==> src/design/geq_ram.sv <==
`timescale 1ns / 1ps
`default_nettype none
// ----------------------------------------------------------------------------
// Generic RAM
// One write port, one read port, registered read data.
// ----------------------------------------------------------------------------
module geq_ram #(
  parameter int WIDTH = 32,
  parameter int DEPTH = 16,
  localparam int AW = (DEPTH > 1) ? $clog2(DEPTH) : 1
) (
  input  wire logic             clk,
  input  wire logic             we,
  input  wire logic [AW-1:0]    waddr,
  input  wire logic [WIDTH-1:0] wdata,
  input  wire logic [AW-1:0]    raddr,
  output logic      [WIDTH-1:0] rdata
);

  logic [WIDTH-1:0] mem [DEPTH];

  always_ff @(posedge clk) begin
    if (we) begin
      mem[waddr] <= wdata;
    end
    rdata <= mem[raddr];
  end

endmodule
`default_nettype wire

==> config.mk <==
export PLATFORM = sky130hd
export DESIGN_NAME = geq_ram
export DESIGN_NICKNAME = d
export VERILOG_FILES = /design/src/design/geq_ram.sv
export SDC_FILE = /design/constraint.sdc
export NUM_CORES = 1
export LEC_CHECK = 0
export BUFFER_PORTS_ARGS = -buffer_cell sky130_fd_sc_hd__buf_2
export CAP_MARGIN = 15
export CELL_PAD_IN_SITES_DETAIL_PLACEMENT = 0
export CELL_PAD_IN_SITES_GLOBAL_PLACEMENT = 2
export CORE_MARGIN = 5
export CORE_UTILIZATION = 45
export DETAILED_ROUTE_END_ITERATION = 7
export GPL_ROUTABILITY_DRIVEN = 0
export PLACE_DENSITY_LB_ADDON = 0.25
export SLEW_MARGIN = 20
export SYNTH_ARGS = -nofsm -noshare
export SYNTH_HDL_FRONTEND = slang
export SYNTH_SLANG_ARGS = --single-unit
export TNS_END_PERCENT = 20
==> constraint.sdc <==
create_clock -name clk -period 3.6 [get_ports clk]
set_input_delay 0.36 -clock clk [delete_from_list [all_inputs] [get_ports clk]]
set_output_delay 0.36 -clock clk [all_outputs]
set_load 0.02 [all_outputs]
Yosys cells after proc, flatten, opt, wreduce, memory -nomap -nowiden
Memories as Yosys holds them, arrays and structs flattened. A register that Yosys moved wholly into a read port is not among the register bits. Index checks and enable logic that the tools add are counted. W data, S select, Z words.

Word-level logic and storage cells: 3. Latch bits: 0. RAM bits: 512. Bits in read-only memories: 0. Bits of input ports: 42. Memories kept: 1. Flip-flop bits (word level): 0. Output and inout bits: 32.

Equal/unequal tests: 0. Order comparisons: 0. Divide/modulo/power cells: 0. Reduce and logical (&&, ||, !) cells: 0. $mul: 0. Shift-type cells: 0. $add $sub $neg: 0. Multiplexer cells: 2. Bitwise gates (word level): 0.

Memories: mem (words 16, width 32, read ports 1, clocked after Yosys merged registers in 1, write ports 1, RTL line 20) `logic [WIDTH-1:0] mem [DEPTH];`.

Operator list (count): $mux W1 (2).

Depth between registers and ports, before layout
Depth in word-level cells: 2. Mapped depth: 5. Gate-level depth less buffers: 3.

Least setup slack after synthesis
No wires, ideal clock.

Kind: input -> register. From: input waddr[2]. To: memory mem[0][0], enable pin. Setup time: 461 ps. Buffers on the path: 0. Cell stages on the path: 2. Slack: 60 ps. Arrival time: 3078 ps. Data required time: 3139 ps. Path through: or3b_2 nor3_1.

RTL lines: start: declaration (RTL line 14) `input wire logic [AW-1:0] waddr,`; end: declaration (RTL line 20).

No word-level cell before the write port.

==> results.py <==
metrics = {
    "synthesis": {
        "synth_fp_nets": 880,
        "avgSynthCellArea_um2": 23.7,
        "synth.cell_area_um2": 19900,
        "ys_seq_area_frac": 0.807,
        "synth.distinct_cells": 18,
        "ys_warn_count": 0,
        "syn-instance-count": 838,
        "synth-seq-cells": 544,
    },
    "worst_setup_path": {
        "slowest_delay_ns": 0.53,
        "crit_chain": "clkbuf_8, buf_12, mux4_2, a22oi_1, nand2_1",
        "worstSetupEndpointType": "register",
        "startpoint_type": "primary input",
        "arrival_ns": 2.16,
        "cp_slowest_cell": "mux4_2",
        "crit_buf_inv": 2,
        "crit_type": "in -> reg",
        "critPathTopFamily": "buffers and inverters",
        "required_ns": 4.05,
        "crit_fanout": 46,
    },
    "route": {
        "drt_wl_total_mm": 41.4,
        "via_per_inst": 5.62,
        "drtAntennaViolNets": 0,
        "drcViolationCount": 0,
        "routed-via-count": 8953,
        "post_drt_wl_per_cell_um": 26.0,
        "initialDrtViolationCount": 865,
        "drtPass1Iterations": 4,
    },
    "run_status": {
        "status": "completed",
    },
    "power": {
        "pwr-share-seq": 0.549,
        "p_int_mw": 10.3,
        "switching_share": 0.204,
        "cellLeakagePower_nw": 7.31,
        "p_comb_frac": 0.051,
        "finalPower_mw": 13.0,
        "powerDensity_nw_per_um2": 568,
        "peakVddDrop_mv": 0.352,
        "p_sw_mw": 2.65,
        "clockPowerShare": 0.400,
    },
    "sta": {
        "max_freq_ghz": 0.585,
        "worst_pin_slew_ns": 1.06,
        "setup-tns-final_ns": 0,
        "slew_viol_final": 0,
        "hold_viol": 0,
        "rsz0062_at_grt": "false",
        "min_period_over_period": 0.475,
        "skew_ns": 0.0129,
        "maxSlewHeadroom": 0.289,
        "min_period_ns": 1.71,
        "setup_viol": 0,
    },
    "final_layout": {
        "layout_common_cells": "512 x edfxtp_1, 128 x mux4_2, 71 x buf_2, 64 x a22oi_1, 53 x clkbuf_16",
        "fin_nets": 1001,
        "final_common_cell": "edfxtp_1",
        "diodes": 0,
        "drive_above_1_share": 0.323,
        "n_fill_cell": 3493,
        "area_delta_synth_final_pct": 15.0,
    },
    "floorplan": {
        "start_util": 0.452,
        "fp.dieW_um": 220,
        "fp.dieH_um": 220,
        "rows": 77,
        "pin_count": 74,
        "coreArea_um2": 43900,
        "dieArea_um2": 48400,
    },
    "global_routing": {
        "grt-ovfl-total": 0,
        "grt_max_degree": 64,
        "grt_pass1_vias": 9360,
        "antenna_found_initial": 2,
        "grt_use_total": 0.176,
        "grt_pass1_wl_mm": 61.9,
    },
    "clocking": {
        "clock_latency_ns": 0.57,
        "cts_resized": 0,
        "cts_tree": "built",
        "cts.clk_slew.worst_paths_ns": 0.06,
        "h-tree-depth": 2,
        "holdBufCountCts": 0,
        "cts_max_path_buffers": 3,
        "root_buffer": "clkbuf_16",
        "cts.sinks": 544,
        "cts_setup_buffers": 0,
        "numCtsBuffers": 53,
    },
    "placement": {
        "hpwl_mm": 22.3,
        "port_buffers": 73,
    },
    "flow_run": {
        "maxCapViolCount": 0,
    },
    "worst_hold_path": {
        "worstHoldPathType": "in -> reg",
    },
}
## power groups by stage
| stage | clock network, mW | logic (mW) | registers (mW) |
|---|---|---|---|
| final | 5.18 | 0.659 | 7.12 |
| after global routing | 5.60 | 0.717 | 7.13 |
| after CTS | 5.31 | 0.673 | 7.13 |
| after detailed placement | 0 | 0.672 | 7.26 |
| after global placement | 0 | 0.665 | 7.26 |
| after floorplan | 0 | 0.340 | 7.30 |
## final cells by class
| cell class | count | area (um2) | area share |
|---|---|---|---|
| clock inverters | 21 | 168 | 0.00734 |
| multi-input cells | 251 | 3750 | 0.164 |
| clock buffers | 76 | 1440 | 0.0632 |
| flip-flops and latches | 544 | 16000 | 0.702 |
| well taps | 592 | 741 | 0.0324 |
| repair buffers | 109 | 709 | 0.0311 |
## cells by family after synthesis
group | after synthesis | share of synthesized area
AO/OA/AOI/OAI | 64 | 0.0242
buffers and inverters | 43 | 0.0112
flip-flops | 544 | 0.807
multiplexers | 128 | 0.145
AND/OR/NAND/NOR | 59 | 0.0127
## flip-flops by register name, summed over array words and instances, names as in the netlist
name	cells
rdata	32
mem	512
## Yosys cell counts
cell type | number | area share
a22oi_1 | 64 | 0.024
and2_1 | 1 | 0.00032
buf_1 | 9 | 0.0017
buf_2 | 4 | 0.0010
buf_4 | 11 | 0.0042
buf_6 | 2 | 0.0011
clkbuf_1 | 17 | 0.0032
dfxtp_1 | 32 | 0.032
edfxtp_1 | 512 | 0.77
mux4_2 | 128 | 0.15
nand2_1 | 33 | 0.0062
nand2b_1 | 2 | 0.00063
nand3_1 | 1 | 0.00025
nand3b_1 | 2 | 0.00076
nor2_1 | 13 | 0.0025
nor2b_1 | 2 | 0.00063
nor3_1 | 4 | 0.0010
or3b_2 | 1 | 0.00044
## path summary, 6_finish.rpt
| path | to | slack (ns) | cells after the start | startpoint |
|---|---|---|---|---|
| max | rdata[19]$_DFF_P_ | 1.89 | 5 | raddr[0] |
| min | mem[5][13]$_DFFE_PP_ | 0.16 | 1 | wdata[13] |
| max reg2reg | rdata[31]$_DFF_P_ | 2.22 | 3 | mem[0][31]$_DFFE_PP_ |
| min reg2reg | rdata[29]$_DFF_P_ | 0.67 | 3 | mem[14][29]$_DFFE_PP_ |
## per-layer routing
layer,vias up,global-route usage,part of all wire
li1,3820,-,-
met1,4866,0.260,0.46
met2,202,0.277,0.48
met3,61,0.0269,0.043
met4,4,0.0476,0.020
met5,-,0,0.00065
## through the flow
step                cells  area [um2]  hold slack, ns  worst slack [ns]   util
floorplan             838       19900           0.459            0.0604      -
global placement     1496       21200           0.648              1.29  0.483
detailed placement   1496       21200           0.654              1.28  0.483
CTS                  1593       22800           0.120              1.90  0.520
global route         1593       22800           0.139              1.76  0.520
finish               1593       22800           0.161              1.89  0.520
Note: power is estimated with default switching activity, not from simulation.
