$ cat config.mk
export PLATFORM = sky130hd
export DESIGN_NAME = geq_datapath
export DESIGN_NICKNAME = d
export VERILOG_FILES = /design/src/design/geq_pkg.sv /design/src/design/geq_datapath.sv
export SDC_FILE = /design/constraint.sdc
export NUM_CORES = 2
export LEC_CHECK = 0
export ABC_AREA = 1
export BUFFER_PORTS_ARGS = -buffer_cell sky130_fd_sc_hd__buf_2
export CAP_MARGIN = 20
export CORE_MARGIN = 2
export CORE_UTILIZATION = 45
export CTS_CLUSTER_SIZE = 25
export DETAILED_ROUTE_END_ITERATION = 7
export PLACE_DENSITY_LB_ADDON = 0.2
export SKIP_CTS_REPAIR_TIMING = 1
export SYNTH_ARGS = -nofsm -noshare
export SYNTH_HDL_FRONTEND = slang
export SYNTH_SLANG_ARGS = --single-unit
$ cat constraint.sdc
create_clock -name clk -period 26.9 [get_ports clk]
set_input_delay 2.69 -clock clk [delete_from_list [all_inputs] [get_ports clk]]
set_output_delay 2.69 -clock clk [all_outputs]
set_load 0.005 [all_outputs]
$ cat src/design/geq_pkg.sv
`timescale 1ns / 1ps
`default_nettype none
// ----------------------------------------------------------------------------
// Graphic EQ package
// Shared constants, microcode types, band program and saturation helpers.
// ----------------------------------------------------------------------------
package geq_pkg;

  localparam int GEQ_BANDS     = 10;
  localparam int GEQ_CHANNELS  = 2;
  localparam int GEQ_COEF_BITS = 32;

  localparam int SAMPLE_BITS  = 24;
  localparam int COEF_IN_BITS = 32;
  localparam int BAND_IN_BITS = 4;
  localparam int SEL_BITS     = 3;
  localparam int NCOEF        = 5;

  localparam int STATE_BITS  = 48;
  localparam int STATE_FRAC  = 12;
  localparam int ACC_BITS    = STATE_BITS + 2;
  // rounded product width; independent of the coefficient width
  localparam int SCALED_BITS = SAMPLE_BITS + STATE_FRAC + 4;
  localparam int YS_BITS     = STATE_BITS + 1 - STATE_FRAC;

  localparam logic CMD_SAMPLE = 1'b0;
  localparam logic CMD_COEF   = 1'b1;

  localparam int STEP_BITS = 3;
  localparam int PROG_LEN  = 8;

  typedef enum logic [1:0] {
    ST_IDLE,
    ST_RUN,
    ST_DONE
  } geq_state_t;

  typedef enum logic [1:0] {
    MUL_NONE,
    MUL_X,
    MUL_Y
  } mul_src_t;

  typedef enum logic [1:0] {
    A_HOLD,
    A_YS,   // rounded product + z1
    A_Z1,   // rounded product + z2
    A_SUB   // acc_a - rounded product
  } acc_a_op_t;

  typedef enum logic [1:0] {
    B_HOLD,
    B_LOAD,
    B_SUB
  } acc_b_op_t;

  typedef struct packed {
    logic      coef_rd;   // read coefficient at pointer, advance pointer
    logic      st_rd;     // read delay pair
    logic      z_ld;      // latch delay pair
    mul_src_t  mul;
    acc_a_op_t op_a;
    acc_b_op_t op_b;
    logic      y_ld;      // band output from acc_a
    logic      band_end;  // write delays, x <= y, loop or finish
  } geq_uop_t;

  localparam geq_uop_t UOP_NOP = '{1'b0, 1'b0, 1'b0, MUL_NONE, A_HOLD, B_HOLD, 1'b0, 1'b0};

  // One band of the transposed DF-II biquad, one shared multiplier.
  localparam geq_uop_t GEQ_PROGRAM [PROG_LEN] = '{
    '{1'b1, 1'b1, 1'b0, MUL_NONE, A_HOLD, B_HOLD, 1'b0, 1'b0},  // fetch b0, delays
    '{1'b1, 1'b0, 1'b1, MUL_X,    A_HOLD, B_HOLD, 1'b0, 1'b0},  // b0*x, fetch b1
    '{1'b1, 1'b0, 1'b0, MUL_X,    A_YS,   B_HOLD, 1'b0, 1'b0},  // ys, b1*x, fetch b2
    '{1'b1, 1'b0, 1'b0, MUL_X,    A_Z1,   B_HOLD, 1'b1, 1'b0},  // y, b2*x, fetch a1
    '{1'b1, 1'b0, 1'b0, MUL_Y,    A_HOLD, B_LOAD, 1'b0, 1'b0},  // a1*y, fetch a2
    '{1'b0, 1'b0, 1'b0, MUL_Y,    A_SUB,  B_HOLD, 1'b0, 1'b0},  // a2*y
    '{1'b0, 1'b0, 1'b0, MUL_NONE, A_HOLD, B_SUB,  1'b0, 1'b0},
    '{1'b0, 1'b0, 1'b0, MUL_NONE, A_HOLD, B_HOLD, 1'b0, 1'b1}   // write back
  };

  function automatic logic signed [STATE_BITS-1:0] sat_state(
    input logic signed [ACC_BITS-1:0] v
  );
    logic [ACC_BITS-STATE_BITS:0] top;
    top = v[ACC_BITS-1:STATE_BITS-1];
    if ((&top) || !(|top)) begin
      return v[STATE_BITS-1:0];
    end
    return v[ACC_BITS-1] ? {1'b1, {(STATE_BITS-1){1'b0}}} : {1'b0, {(STATE_BITS-1){1'b1}}};
  endfunction

  function automatic logic signed [SAMPLE_BITS-1:0] sat_sample(
    input logic signed [YS_BITS-1:0] v
  );
    logic [YS_BITS-SAMPLE_BITS:0] top;
    top = v[YS_BITS-1:SAMPLE_BITS-1];
    if ((&top) || !(|top)) begin
      return v[SAMPLE_BITS-1:0];
    end
    return v[YS_BITS-1] ? {1'b1, {(SAMPLE_BITS-1){1'b0}}} : {1'b0, {(SAMPLE_BITS-1){1'b1}}};
  endfunction

endpackage
`default_nettype wire

$ cat src/design/geq_datapath.sv
`timescale 1ns / 1ps
`default_nettype none
// ----------------------------------------------------------------------------
// Graphic EQ band datapath
// Shared multiplier, rounding, two accumulators and the band output, driven
// by one control word per cycle.
// ----------------------------------------------------------------------------
module geq_datapath import geq_pkg::*; #(
  parameter int COEF_BITS = GEQ_COEF_BITS
) (
  input  wire logic                         clk,
  input  wire geq_uop_t                     uop,
  input  wire logic                         start,
  input  wire logic signed [SAMPLE_BITS-1:0] sample,
  input  wire logic        [COEF_BITS-1:0]  coef,
  input  wire logic signed [STATE_BITS-1:0] z1_in,
  input  wire logic signed [STATE_BITS-1:0] z2_in,
  output logic signed      [SAMPLE_BITS-1:0] x,
  output logic signed      [STATE_BITS-1:0] z1_out,
  output logic signed      [STATE_BITS-1:0] z2_out
);

  localparam int PW         = COEF_BITS + SAMPLE_BITS;
  localparam int PROD_SHIFT = COEF_BITS - 4 - STATE_FRAC;
  localparam logic signed [PW-1:0] PROD_HALF = PW'(1) << (PROD_SHIFT - 1);
  localparam logic signed [STATE_BITS:0] YS_HALF = (STATE_BITS + 1)'(1) << (STATE_FRAC - 1);

  logic signed [SAMPLE_BITS-1:0] y;
  logic signed [STATE_BITS-1:0]  z1_r, z2_r;
  logic signed [PW-1:0]          prod;
  logic signed [ACC_BITS-1:0]    acc_a, acc_b;

  logic signed [PW-1:0]          coef_ext, opnd_ext, prod_rnd;
  logic signed [SCALED_BITS-1:0] scaled;
  logic signed [ACC_BITS-1:0]    scaled_ext;
  logic signed [STATE_BITS:0]    ys_rnd;
  logic signed [SAMPLE_BITS-1:0] y_next;

  always_comb begin
    coef_ext   = PW'($signed(coef));
    opnd_ext   = (uop.mul == MUL_Y) ? PW'(y) : PW'(x);
    // round half up, then floor shift
    prod_rnd   = prod + PROD_HALF;
    scaled     = prod_rnd[PW-1:PROD_SHIFT];
    scaled_ext = ACC_BITS'(scaled);
    ys_rnd     = (STATE_BITS + 1)'(sat_state(acc_a)) + YS_HALF;
    y_next     = sat_sample(ys_rnd[STATE_BITS:STATE_FRAC]);
  end

  always_ff @(posedge clk) begin
    if (uop.mul != MUL_NONE) begin
      prod <= coef_ext * opnd_ext;
    end
    if (uop.z_ld) begin
      z1_r <= z1_in;
      z2_r <= z2_in;
    end
    case (uop.op_a)
      A_YS:    acc_a <= scaled_ext + ACC_BITS'(z1_r);
      A_Z1:    acc_a <= scaled_ext + ACC_BITS'(z2_r);
      A_SUB:   acc_a <= acc_a - scaled_ext;
      default: acc_a <= acc_a;
    endcase
    case (uop.op_b)
      B_LOAD:  acc_b <= scaled_ext;
      B_SUB:   acc_b <= acc_b - scaled_ext;
      default: acc_b <= acc_b;
    endcase
    if (uop.y_ld) begin
      y <= y_next;
    end
    if (start) begin
      x <= sample;
    end else if (uop.band_end) begin
      x <= y;
    end
  end

  assign z1_out = sat_state(acc_a);
  assign z2_out = sat_state(acc_b);

endmodule
`default_nettype wire

* Word-level counts from Yosys, hierarchy flattened
Cells that the tools add are included.
Word-level totals: register bits after elaboration 300, memory bits (read-only) 0, logic and storage cells 53, input port bits 165, output and inout bits 120, latch bits 0, memory bits (writable) 0, memories kept 0
Operators by class: shift-type cells 0, divide/modulo/power cells 0, bitwise operators 0, equality and inequality tests 6, order comparisons 0, add/sub/neg operators 6, mux-type cells 17, multipliers 1, reductions and logical operators 16
Operators with widths (number):
- two-way mux 48 bit | 6
- case mux 50 bit (3 select lines) | 1
- two-way mux 24 bit | 5
- case mux 50 bit (2 select lines) | 1
- subtractor 50 x 40 -> 50 bit | 2
- adder 40 x 48 -> 49 bit | 2
- adder 56 x 17 -> 56 bit, second input constant | 1
- multiplier 32 x 56 -> 56 bit | 1
- two-way mux 56 bit | 1
- adder 48 x 13 -> 49 bit, second input constant | 1
- AND reduction 14 bit | 1
- OR reduction 14 bit | 1
- equality test 2 bit, second input constant | 4
- AND reduction 3 bit | 2
- nonzero test 2 bit | 3
- OR reduction 3 bit | 2
- equality test 2 x 1 -> 1 bit, second input constant | 2
- logical NOT 1 bit | 3
- logical OR 1 bit | 3
- two-way mux 1 bit | 3
- nonzero test 3 bit | 1

* Longest topological paths before layout
depth after elaboration 11, mapped depth 39

* Worst setup path after synthesis
Ideal clock, no wire load.
path kind in2reg, start in uop[6] (netlist bit), end reg prod[50], data pin, setup slack 16.081 ns, arrival 10.566 ns, data required time 26.648 ns, stages on the path 31, cells stage by stage inv_1 -> nand2_1 -> inv_1 -> clkbuf_1 -> or2_2 -> o21ai_1 -> clkbuf_1 -> nor2_1 -> fa_1 -> inv_1 -> fa_1 -> inv_1 -> fa_1 -> fa_1 -> inv_1 -> fa_1 -> inv_1 -> fa_1 -> inv_1 -> fa_1 -> fa_1 -> inv_1 -> ha_1 -> a21oi_1 -> inv_1 -> nor2_1 -> o21ai_0 -> a2111oi_0 -> nand2_1 -> nand2_1 -> nand2_1
Between the ends: longest elaborated chain between the ends 3
RTL lines:
- start, declared | RTL line geq_datapath.sv:12 | input wire geq_uop_t uop,
- equality test 2 bit | RTL line geq_datapath.sv:41 | opnd_ext = (uop.mul == MUL_Y) ? PW'(y) : PW'(x);
- two-way mux 56 bit | RTL line geq_datapath.sv:41
- multiplier 32 x 56 -> 56 bit | RTL line geq_datapath.sv:52 | prod <= coef_ext * opnd_ext;
- end signal, assigned | RTL line geq_datapath.sv:52
- end, declared | RTL line geq_datapath.sv:30 | logic signed [PW-1:0] prod;
Every way passes these cells. A chain may end at the register's enable or synchronous reset.

* Worst setup path in the final report
start in uop[7] (netlist bit), end reg prod[52], data pin
Same word-level chain as after synthesis.

==> flow_summary.ini <==
[status]
status = finished, final reports clean

[logic_synthesis]
synth-edff-count = 285
yosysSeqAreaShare_pct = 15.5
netlist_top_cells_count = nand2_1, inv_1, nor2_1, fa_1
synthesis.area_mm2 = 0.0552
synth.distinct_cells = 57
synth-main-ff-cell = edfxtp_1
syn_inst = 7218
synth_top_area_cell = fa_1
yosysWarnings = 0
synthTopCellsByArea = fa_1, edfxtp_1, nand2_1
synth_most_common_cell = nand2_1
postSynthAreaPerCell_um2 = 7.64
synth.ff_latch_count = 285
async_flop_share_pct = 0
synth_top_area_share_pct = 30.8
synth_fp_nets = 8593

[floorplanning]
rows = 128
core_area_mm2 = 0.122
die-area_mm2 = 0.125
die_w_um = 354
die_height_um = 354
io_pins = 285
initial_core_util_pct = 45.3

[clocking]
path_clk_slew_ns = 0.06
cts.sinks = 285
clk_latency_ns = 0.59
cts-root-buf = clkbuf_16
cts_tree = done
htreeDepth = 2
cts_buffers = 34
cts_max_path_buffers = 3

[route]
wl_per_cell_um = 22.5
drtIter0Drc = 5137
drt-pass1-iter-count = 7
drc = 0
ant_nets = 0
num_vias = 50380
drt_wl_total_um = 205000
via_per_inst = 5.54

[worst_setup_path]
startpoint_type = input port
critPathKind = in -> reg
worstSetupEndpointType = flop
critPathArrivalTime_ns = 12.11
required_ns = 27.23
worstPathMaxFanout = 26
max_stage_delay_ns = 0.90
cpMaxStageDelayCell = fa_1

[timing]
rsz0062_at_grt = no
post-route-min-period_ns = 11.78
slew_headroom_pct = 25.5
min_period_over_period_pct = 43.8
slew_viol_final = 0
fmax_mhz = 84.9
setup_viol = 0
skew_ns = 0.0417
tightest_slew_ns = 1.11
hold_viol_final = 0
setup-tns-final_ns = 0

[finish]
fin_util_pct = 49.1
post_route_cells_drive_above_1_share_pct = 7.38
nNetsFinal = 8822
syn_to_final_growth_pct = 8.31
fillCellCount = 12319

[placement]
gp_congestion = 0.988
dpl.hpwl_um = 174000
io_buffer_count = 282

[global_routing]
grt_overflow = 0
grt_max_degree = 69
grt_use_total_pct = 32.6
grt_pass1_vias = 49788
grt_pass1_wl_um = 308000
antenna_found_initial = 6

[worst_hold_path]
hp-class = reg -> reg

[run]
max-cap-violations = 0
==> registers in the layout, indices dropped and copies added (netlist names) <==
name   cells
acc_a     50
acc_b     50
prod      41
x         24
y         24
z1_r      48
z2_r      48
==> worst max-delay path: cells and delay by family <==
| kind | cells | cell delay [ns] |
|---|---|---|
| buffers and inverters | 12 | 2.00 |
| and+or+nand+nor | 6 | 0.77 |
| adders and majority gates | 9 | 5.32 |
| AOI/OAI and AO/OA | 6 | 1.25 |
==> through the flow <==
step / cells / worst slack, ns / hold WS [ns] / cell area, um2
floorplan: 7218 / 16.08 / 0.507 / 55200
global placement: 9032 / 14.62 / 0.534 / 58500
detailed placement: 9033 / 14.57 / 0.539 / 58600
CTS: 9093 / 15.16 / 0.555 / 59700
global route: 9096 / 14.40 / 0.599 / 59700
finish: 9100 / 15.12 / 0.553 / 59700
==> path summary, 6_finish.rpt <==
path / to / depth (start not counted) / start / slack (ns)
setup reg to reg: prod[52] / 28 / x[23] / 17.75
hold / removal: x[16] / 2 / y[16] / 0.55
hold reg to reg: x[16] / 2 / y[16] / 0.55
setup / recovery: prod[52] / 33 / uop[7] / 15.12
==> layer usage <==
layer | up-vias | GRT usage, % | wire length (um)
met4 | 0 | 8.73 | 6270
met2 | 2264 | 50.0 | 89900
li1 | 23019 | - | -
met3 | 329 | 7.00 | 20600
met5 | - | 0 | 0
met1 | 24768 | 46.8 | 87900
==> cell usage in the layout, fill, tap and decap left out, types with 6 or more instances in the layout <==
| cell type | synthesis | final |
|---|---|---|
| o21ai_2 | 1 | 11 |
| nor2_1 | 888 | 887 |
| fa_1 | 848 | 848 |
| buf_2 | 4 | 281 |
| o311ai_0 | 6 | 6 |
| nand2_2 | 14 | 14 |
| xnor2_1 | 32 | 32 |
| nor3_1 | 54 | 54 |
| edfxtp_1 | 285 | 285 |
| clkbuf_16 | 0 | 37 |
| o21ai_1 | 21 | 16 |
| or2_2 | 82 | 82 |
| o211ai_1 | 14 | 14 |
| nand3_1 | 298 | 298 |
| clkinv_1 | 20 | 24 |
| nand4_1 | 51 | 51 |
| a31oi_1 | 67 | 67 |
| inv_1 | 1394 | 1393 |
| o21bai_1 | 38 | 38 |
| ha_1 | 362 | 362 |
| nand2_1 | 1587 | 1587 |
| nor2_2 | 5 | 6 |
| o21a_1 | 21 | 21 |
| buf_4 | 2 | 80 |
| and3_1 | 20 | 20 |
| xor2_1 | 97 | 96 |
| a21o_1 | 51 | 51 |
| nand3b_1 | 13 | 13 |
| a21oi_1 | 362 | 362 |
| a21boi_0 | 33 | 33 |
| o22ai_1 | 8 | 8 |
| nor4_1 | 29 | 29 |
| o21ai_0 | 302 | 296 |
==> cell families after synthesis <==
logic type	count (synthesis)	share of synthesized area [%]
adders and majority gates	1210	39.0
xor gates and xnor gates	129	2.05
and+or+nand+nor	3061	22.9
DFF	285	15.5
buffers and inverters	1588	10.9
AOI/OAI and AO/OA	945	9.66
==> layout make-up <==
type	instances	area (um2)	share of cell area, %
Timing Repair Buffer	364	2070	3.47
Tap cell	1625	2030	3.40
Sequential cell	285	8560	14.3
Antenna cell	4	10.0	0.0168
Clock buffer	42	945	1.58
Multi-Input combinational cell	5345	40600	68.0
Clock inverter	18	164	0.274
Inverter	1417	5320	8.90
Power is left out: the tool's default activity adds up to more than one toggle a clock period on the data nets, which glitch-free logic cannot reach.
